<file path="src/rtl/core/rpcf_pkg.sv">
`timescale 1ns / 1ps
// ============================================================================
// rpcf_pkg
// Shared types and constants of the RGB pixel color filter: mode codes,
// fixed-point luma and sepia weights, and the lane control struct.
// ============================================================================
package rpcf_pkg;

    localparam int ChanW  = 8;
    localparam int LumaW  = 24;   // 65535 * 255 fits in 24 bits
    localparam int WsumW  = 19;   // 1383 * 255 fits in 19 bits
    localparam int ProdW  = LumaW + WsumW;
    localparam int SepShift = 26;
    localparam int QuotW  = ProdW - SepShift;  // 17 bits
    localparam int CfgIdxW  = 2;
    localparam int CfgDataW = 8;

    // Register indexes of the configuration port
    localparam logic [CfgIdxW-1:0] CFG_FILTER_MODE   = 2'd0;
    localparam logic [CfgIdxW-1:0] CFG_ADJUST_AMOUNT = 2'd1;

    typedef enum logic [3:0] {
        MODE_INVERT     = 4'd0,
        MODE_BRIGHTEN   = 4'd1,
        MODE_DARKEN     = 4'd2,
        MODE_KEEP_BLUE  = 4'd3,
        MODE_KEEP_GREEN = 4'd4,
        MODE_KEEP_RED   = 4'd5,
        MODE_CLR_BLUE   = 4'd6,
        MODE_CLR_GREEN  = 4'd7,
        MODE_CLR_RED    = 4'd8,
        MODE_GRAY       = 4'd9,
        MODE_SEPIA      = 4'd10,
        MODE_WARM       = 4'd11
    } t_filter_mode;

    // Luma weights, 16 fraction bits
    localparam logic [LumaW-1:0] LUMA_WR = 24'd13926;
    localparam logic [LumaW-1:0] LUMA_WG = 24'd46884;
    localparam logic [LumaW-1:0] LUMA_WB = 24'd4725;
    localparam logic [LumaW-1:0] LUMA_RND = 24'd32768;

    // Sepia weights, 10 fraction bits: [output channel][r, g, b]
    // output channel 0 blue, 1 green, 2 red
    typedef logic [WsumW-1:0] t_wrow [3];
    localparam t_wrow SEPIA_W [3] = '{
        '{19'd279, 19'd547, 19'd134},
        '{19'd357, 19'd702, 19'd172},
        '{19'd402, 19'd787, 19'd194}
    };

    localparam logic [ChanW-1:0] WARM_SHIFT = 8'd20;
    localparam logic [ChanW-1:0] CHAN_MAX   = 8'd255;
    localparam logic [15:0]      SEP_SAT_LIM = 16'd65280;  // 255 * 256
    localparam logic [8:0]       RECIP_255  = 9'd257;      // 2^16 / 255, rounded down

    // Stage load enables handed to each sepia lane
    typedef struct packed {
        logic en2;
        logic en3;
    } t_lane_ctrl;

endpackage

</file>
<file path="src/rtl/core/rpcf_sepia_lane.sv">
`timescale 1ns / 1ps
// ============================================================================
// rpcf_sepia_lane
// One sepia output channel: luma times weighted sum, divide by 255 * 2^26,
// clamp to 255. Two register stages; the final correction is combinational.
// ============================================================================
module rpcf_sepia_lane
    import rpcf_pkg::*;
(
    input  logic               i_clk,
    input  t_lane_ctrl         i_ctrl,
    input  logic [LumaW-1:0]   i_luma,
    input  logic [WsumW-1:0]   i_wsum,
    output logic [ChanW-1:0]   o_sepia
);

    logic [ProdW-1:0]  n_prod;
    logic [QuotW-1:0]  r_x;
    logic              r_sat;
    logic [15:0]       r_x16;
    logic [ChanW-1:0]  r_q0;
    logic [24:0]       n_recip;
    logic [16:0]       n_rem;
    logic [ChanW-1:0]  n_q;

    assign n_prod = ProdW'(i_luma) * ProdW'(i_wsum);

    always_ff @(posedge i_clk) begin
        if (i_ctrl.en2) begin
            r_x <= n_prod[ProdW-1:SepShift];
        end
    end

    // approximate quotient by 257 / 2^16, at most one low
    assign n_recip = 25'(r_x[15:0]) * 25'(RECIP_255);

    always_ff @(posedge i_clk) begin
        if (i_ctrl.en3) begin
            r_sat <= (r_x >= QuotW'(SEP_SAT_LIM));
            r_x16 <= r_x[15:0];
            r_q0  <= n_recip[23:16];
        end
    end

    // correct the quotient with one compare and subtract
    assign n_rem = 17'(r_x16) - (17'(r_q0) * 17'd255);
    assign n_q   = (n_rem >= 17'd255) ? (r_q0 + 8'd1) : r_q0;
    assign o_sepia = r_sat ? CHAN_MAX : n_q;

endmodule

</file>
<file path="config.mk">
export PLATFORM = sky130hd
export DESIGN_NAME = rpcf_sepia_lane
export DESIGN_NICKNAME = d
export VERILOG_FILES = /design/src/rtl/core/rpcf_pkg.sv /design/src/rtl/core/rpcf_sepia_lane.sv
export SDC_FILE = /design/constraint.sdc
export NUM_CORES = 1
export LEC_CHECK = 0
export ABC_AREA = 1
export BUFFER_PORTS_ARGS = -buffer_cell sky130_fd_sc_hd__buf_2
export CORE_MARGIN = 10
export CORE_UTILIZATION = 40
export CTS_CLUSTER_SIZE = 20
export DETAILED_ROUTE_END_ITERATION = 8
export HOLD_SLACK_MARGIN = 0.12
export PLACE_DENSITY = 0.53
export SYNTH_ARGS = -nofsm -noshare
export SYNTH_HDL_FRONTEND = slang
export SYNTH_SLANG_ARGS = --single-unit
</file>
<file path="constraint.sdc">
create_clock -name i_clk -period 6.9 [get_ports i_clk]
set_input_delay 1.035 -clock i_clk [delete_from_list [all_inputs] [get_ports i_clk]]
set_output_delay 1.035 -clock i_clk [all_outputs]
set_load 0.02 [all_outputs]
</file>
# After elaboration in Yosys (flattened, before gate mapping)
# Index checks and enable logic that the tools add are counted.
[word_totals] regBits=42 elab_cells=13 out_inout_bits=8 in_bits=46
[op_classes] mux=2 add_sub_neg=2 order_cmp=2 n_mul=3
[op_table] operator="$mul 24x19->43" count=1
[op_table] operator="$mul 16x9->24 const B" count=1
[op_table] operator="$ge 17x16->1 const B" count=1
[op_table] operator="$ge 17x8->1 const B" count=1
[op_table] operator="$sub 16x16->17" count=1
[op_table] operator="$mul 8x8->16 const B" count=1
[op_table] operator="$mux 8" count=2
[op_table] operator="$add 8x1->8 const B" count=1

# Logic depth before layout (Yosys ltp)
# Gate-level depths: netlist of run 1.
[logic_depth] depth_word=5 mapped_depth=28 mapped_depth_nobuf=26

# Least setup slack after synthesis of run 1
# No wires, ideal clock.
[synth_timing] path_kind="input to register" start="input i_luma[23]" end="register r_x[14], data pin" path_slack_ns=0.512 n_path_buf=2 required_ns=6.641 setup_time_ns=0.259 t_arrival_ns=6.129 stages=24 cell_sequence="clkbuf_1 > buf_1 > nand2_1 > fa_1 > inv_1 > fa_1 > inv_1 > fa_1 > inv_1 > fa_1 > fa_1 > inv_1 > fa_1 > inv_1 > ha_1 > nand2_1 > nor2_1 > inv_1 > nor2_1 > inv_1 > nor4_1 > nand4_1 > nand3_1 > xor2_1"
[synth_between] elab_chain_len=1
[synth_lines] element="from (decl)" line_no="rpcf_sepia_lane.sv:12" text="input logic [LumaW-1:0] i_luma,"
[synth_lines] element="$mul 24x19->43" line_no="rpcf_sepia_lane.sv:26" text="assign n_prod = ProdW'(i_luma) * ProdW'(i_wsum);"
[synth_lines] element="net n_prod[40]" line_no="rpcf_sepia_lane.sv:17" text="logic [ProdW-1:0] n_prod;"
[synth_lines] element="to (signal assigned)" line_no="rpcf_sepia_lane.sv:30" text="r_x <= n_prod[ProdW-1:SepShift];"
[synth_lines] element="to (decl)" line_no="rpcf_sepia_lane.sv:18" text="logic [QuotW-1:0] r_x;"
# The timed path passes the listed nets, and every way through them passes these cells.
# A chain may end at the register's enable or synchronous reset.

# Worst setup path after layout of run 1
[layout_timing] start="input i_luma[14]" end="register r_x[11], data pin"
# The elaborated chain is that of the path after synthesis.

==> flow_summary_export.csv, run 1 <==
group,metric,value,unit
global_route,grt_max_degree,26,
synth,syn_area,19900,sq um
cells_and_area,fin_nets,3288,
timing,period_share,94.1,%
synth,synth_fp_nets,3268,
critical_path,critPathLaunchType,"primary input",
timing,fin_crit,6.49,ns
critical_path,path_class,"in2reg",
critical_path,crit_top_cell,"nand2_1",
floorplanning,die_y,243,microns
synth,yosysSeqAreaShare,6.33,%
synth,synth.area.top_cells,"fa_1 42%, inv_1 16%, nand2_1 13%, ha_1 12%, edfxtp_1 6.3%",
cells_and_area,area_growth,6.60,%
timing,setup_viol,0,
global_route,grt_pass1_vias,16600,
synth,syn_inst,2615,
detailed_routing,wirelength,52600,microns
cells_and_area,seq_area,1260,sq um
synth,synth_seq_cells,42,
floorplanning,die-area,59200,sq um
critical_path,cp-end-kind,"register",
timing,tightestPinTransition,0.618,ns
clocking,cts_root_buffer,"clkbuf_16",
timing,fmax,154,MHz
floorplanning,start_util,40.6,%
cells_and_area,final_cell_mix,"873 x inv_1, 665 x nand2_1, 415 x fa_1",
clocking,ctsResizeCount,0,
detailed_routing,drc,0,
timing,hold_viol,0,
synth,async_flop_share,0,%
synth,syn_avg_cell_area,7.62,sq um
synth,ys.flop_type,"edfxtp_1",
place,port_buffers,53,
detailed_routing,vias,15300,
worst_hold_path,hold_path.class,"reg2reg",
floorplanning,rows,81,
detailed_routing,postRouteAntennaNets,0,
clocking,clock-sinks,42,
clocking,cts_hold_buf,0,
critical_path,cp_max_fo,19,
place,gp_congestion,0.882,
global_route,overflow,0,
detailed_routing,dr.pass1.iters,5,
detailed_routing,wl_per_cell,15.9,microns
clocking,post_cts_buffers,0,
floorplanning,core-area,49200,sq um
critical_path,slowest_delay,0.56,ns
clocking,clock_path_buffers,2,
critical_path,required,7.02,ns
timing,tns,0,ns
cells_and_area,antenna_cells,0,
synth,ys_warn_count,0,
synth,synth_edf_count,42,
timing,slew_headroom,58.8,%
clocking,path_clk_slew,0.06,ns
cells_and_area,fillers,5204,
synth,synth_top_cell_area_share,41.7,%
timing,clock_skew,0.00315,ns
global_route,grt_first_pass_wirelength,88300,microns
clocking,cts_buffers,5,
cells_and_area,multi_input_area,15000,sq um
cells_and_area,drive_above_1_share,5.54,%
clocking,ctsHtreeMaxLevel,2,
synth,ys_types,40,
timing,slew_viol_final,0,
clocking,insertion_delay,0.28,ns
floorplanning,io_pins,54,
timing,rsz0062_at_grt,"false",
global_route,antenna_found_initial,0,
detailed_routing,vias_per_cell,4.64,
flow_run,cap_violations,0,
status,status,"finished clean",
critical_path,cp_slowest_cell,"fa_1",
cells_and_area,layout_commonest_cell,"inv_1",
critical_path,cp_data_arrival_time,6.61,ns
floorplanning,die_x,243,microns
synth,synth_top_area_cell,"fa_1",
clocking,cts_tree,"yes",
detailed_routing,initialDrtViolationCount,824,
global_route,grt_usage,18.4,%
place,place_hpwl,45300,microns
-- cells by family (layout without fill, tap and decap cells) --
family	count (synthesis)	count (layout)	synth area share, %
AOI/OAI and AO/OA	125	125	3.52
xor gates and xnor gates	21	21	0.922
adders and majority gates	607	607	53.7
buffers and inverters	969	990	18.3
DFF	42	42	6.33
and+or+nand+nor	851	851	17.2
-- per-stage QoR --
| stage | instance area [sq um] | setup WS (ns) | instances | hold WS (ns) | util, % |
|---|---|---|---|---|---|
| 3_3_place_gp | 21100 | 0.0533 | 3292 | 0.480 | 43.0 |
| 5_1_grt | 21300 | 0.0646 | 3300 | 0.498 | 43.2 |
| 3_5_place_dp | 21100 | 0.0835 | 3292 | 0.471 | 43.0 |
| 6_report | 21300 | 0.406 | 3300 | 0.474 | 43.2 |
| 4_1_cts | 21300 | 0.371 | 3300 | 0.487 | 43.2 |
| 2_1_floorplan | 19900 | 0.512 | 2615 | 0.427 | - |
-- worst max-delay path, delay by kind of cell --
| kind | cells | cell delay (ns) |
|---|---|---|
| simple gates | 9 | 0.96 |
| fa+ha+maj | 7 | 3.32 |
| compound gates | 2 | 0.37 |
| buf+inv | 6 | 0.74 |
| xor+xnor | 1 | 0.18 |
-- final timing paths --
path | from | end | slack, ns | cells after the start
setup / recovery | i_luma[14] | r_x[11] | 0.41 | 25
hold / removal | r_x[4] | r_x16[4] | 0.47 | 0
setup reg to reg | r_x[12] | r_q0[6] | 3.90 | 10
hold reg to reg | r_x[4] | r_x16[4] | 0.47 | 0
-- sequential cells by signal, indices dropped and copies added, names as in the netlist --
register,count
r_q0,8
r_sat,1
r_x,17
r_x16,16
-- routing by layer --
metal	global-route usage (%)	share of wire (%)	vias to the layer above
met5	0	0	-
met4	4.14	2.3	0
met3	1.83	4.4	57
met2	31.6	48	348
met1	24.4	45	7501
li1	-	-	7413
-- layout make-up --
type	instances	share of cell area, %
repair buffers	100	3.20
well taps	664	3.91
multi-input cells	1604	70.7
inverters	882	15.6
flip-flops and latches	42	5.93
clock inverters	3	0.0765
clock buffers	5	0.589
-- cell usage after synthesis (all sizes together), types with 8 or more instances --
cell,n
a21oi,59
nand2,677
nor3,8
xor2,17
inv,882
buf,12
edfxtp,42
o21a,8
ha,192
nand3,53
fa,415
nor2,92
o21ai,39
nand4,11
clkbuf,75
Power of run 1 is left out: the tool's default activity adds up to more than one toggle a clock period on the data nets, which glitch-free logic cannot reach.
==> inputs of run 2 (changes only) <==
--- a/config.mk
+++ b/config.mk
@@ -7,12 +7,14 @@
 export LEC_CHECK = 0
 export ABC_AREA = 1
 export BUFFER_PORTS_ARGS = -buffer_cell sky130_fd_sc_hd__buf_2
+export CELL_PAD_IN_SITES_DETAIL_PLACEMENT = 1
+export CELL_PAD_IN_SITES_GLOBAL_PLACEMENT = 1
 export CORE_MARGIN = 10
 export CORE_UTILIZATION = 40
 export CTS_CLUSTER_SIZE = 20
 export DETAILED_ROUTE_END_ITERATION = 8
 export HOLD_SLACK_MARGIN = 0.12
-export PLACE_DENSITY = 0.53
+export PLACE_DENSITY = 0.68
 export SYNTH_ARGS = -nofsm -noshare
 export SYNTH_HDL_FRONTEND = slang
 export SYNTH_SLANG_ARGS = --single-unit
==> run 2 against run 1 <==
Flip-flop and latch count is the same. Hold slack lost 0.014 ns. Die area unchanged. Critical path type unchanged. Highest routed layer unchanged. Register-to-register slack worse by 0.10 ns. Via count up 3.2%. Cell count increased by 0.61%.
==> flow_summary_export.csv, run 2 (synthesis gave the netlist of run 1 again) <==
group,metric,value,unit
status,status,"finished clean",
detailed_routing,initialDrtViolationCount,718,
timing,slew_viol_final,0,
cells_and_area,largest_register_ff_count,17,
floorplanning,die_y,243,microns
detailed_routing,vias,15800,
timing,fin_crit,6.53,ns
critical_path,critPathLaunchType,"primary input",
floorplanning,start_util,40.6,%
clocking,cts_buffers,5,
place,port_buffers,53,
clocking,clock_path_buffers,2,
clocking,clock-sinks,42,
critical_path,cp_max_fo,18,
critical_path,cp_slowest_cell,"fa_1",
timing,setup_viol,0,
place,place_hpwl,50500,microns
global_route,grt_first_pass_wirelength,96700,microns
floorplanning,io_pins,54,
critical_path,cp-end-kind,"register",
cells_and_area,layout_commonest_cell,"inv_1",
critical_path,cp_data_arrival_time,6.56,ns
detailed_routing,vias_per_cell,4.76,
clocking,cts_root_buffer,"clkbuf_16",
clocking,ctsHtreeMaxLevel,2,
clocking,insertion_delay,0.28,ns
detailed_routing,wl_per_cell,17.3,microns
global_route,grt_usage,20.1,%
critical_path,slowest_delay,0.52,ns
cells_and_area,area_growth,7.48,%
place,place_ws,0.0838,ns
cells_and_area,drive_above_1_share,6.25,%
floorplanning,die_x,243,microns
floorplanning,die-area,59200,sq um
cells_and_area,fillers,6173,
cells_and_area,antenna_cells,0,
clocking,cts_tree,"yes",
timing,period_share,94.7,%
global_route,antenna_found_initial,0,
timing,rsz0062_at_grt,"false",
floorplanning,core-area,49200,sq um
global_route,grt_pass1_vias,18600,
critical_path,required,6.93,ns
cells_and_area,fin_nets,3308,
timing,clock_skew,0.00650,ns
timing,tns,0,ns
cells_and_area,top_regs,"r_x: 17 flops, r_x16: 16 flops, r_q0: 8 flops",
timing,hold_viol,0,
detailed_routing,postRouteAntennaNets,0,
detailed_routing,wirelength,57600,microns
detailed_routing,drc,0,
cells_and_area,regMostFlops,"r_x",
clocking,post_cts_buffers,0,
clocking,cts_hold_buf,0,
flow_run,cap_violations,0,
global_route,grt_max_degree,26,
worst_hold_path,hold_path.class,"reg2reg",
critical_path,crit_top_cell,"inv_1",
place,gp_congestion,0.874,
critical_path,r2r_slack,3.80,ns
critical_path,path_class,"in2reg",
clocking,path_clk_slew,0.06,ns
detailed_routing,dr.pass1.iters,5,
timing,setup_ws,0.369,ns
cells_and_area,final_cell_mix,"873 x inv_1, 665 x nand2_1, 415 x fa_1",
timing,slew_headroom,56.1,%
timing,tightestPinTransition,0.659,ns
global_route,overflow,0,
timing,fmax,153,MHz
clocking,ctsResizeCount,0,
cells_and_area,finish.utilization,43.6,%
floorplanning,rows,81,
[run 2: path summary, 6_finish.rpt]
kind         cells after the start       start  endpoint
min                              0      r_x[4]  r_x16[4]
min reg2reg                      0      r_x[4]  r_x16[4]
max reg2reg                     10     r_x[12]   r_q0[6]
max                             25  i_wsum[14]   r_x[14]
[run 2: layout make-up]
type	instances	area [sq um]	share of cell area [%]
Clock inverter	2	37.5	0.175
Inverter	882	3310	15.4
Timing Repair Buffer	120	831	3.88
Multi-Input combinational cell	1604	15000	70.1
Sequential cell	42	1260	5.89
Clock buffer	6	129	0.601
Tap cell	664	831	3.88
[run 2: per-layer routing]
layer,routed length (microns),vias to the layer above,global-route usage [%],share of wire [%]
li1,-,7433,-,-
met1,25400,8036,25.5,44
met2,28900,238,36.3,50
met3,1510,99,1.33,2.6
met4,1740,0,5.57,3.0
met5,0,-,0,0
[run 2: critical path: cells and delay by family]
family,cells,cell delay (ns)
adders and majority gates,7,3.23
and+or+nand+nor,7,1.13
buffers and inverters,10,1.06
xor gates and xnor gates,1,0.08
[run 2: through the flow]
step / std cells / area [sq um] / hold slack [ns]
finish: 3320 / 21400 / 0.461
global placement: 3312 / 21300 / 0.469
floorplan: 2615 / 19900 / 0.427
detailed placement: 3312 / 21300 / 0.462
global route: 3320 / 21400 / 0.474
CTS: 3320 / 21400 / 0.459
Power of run 2 is left out for the same reason.
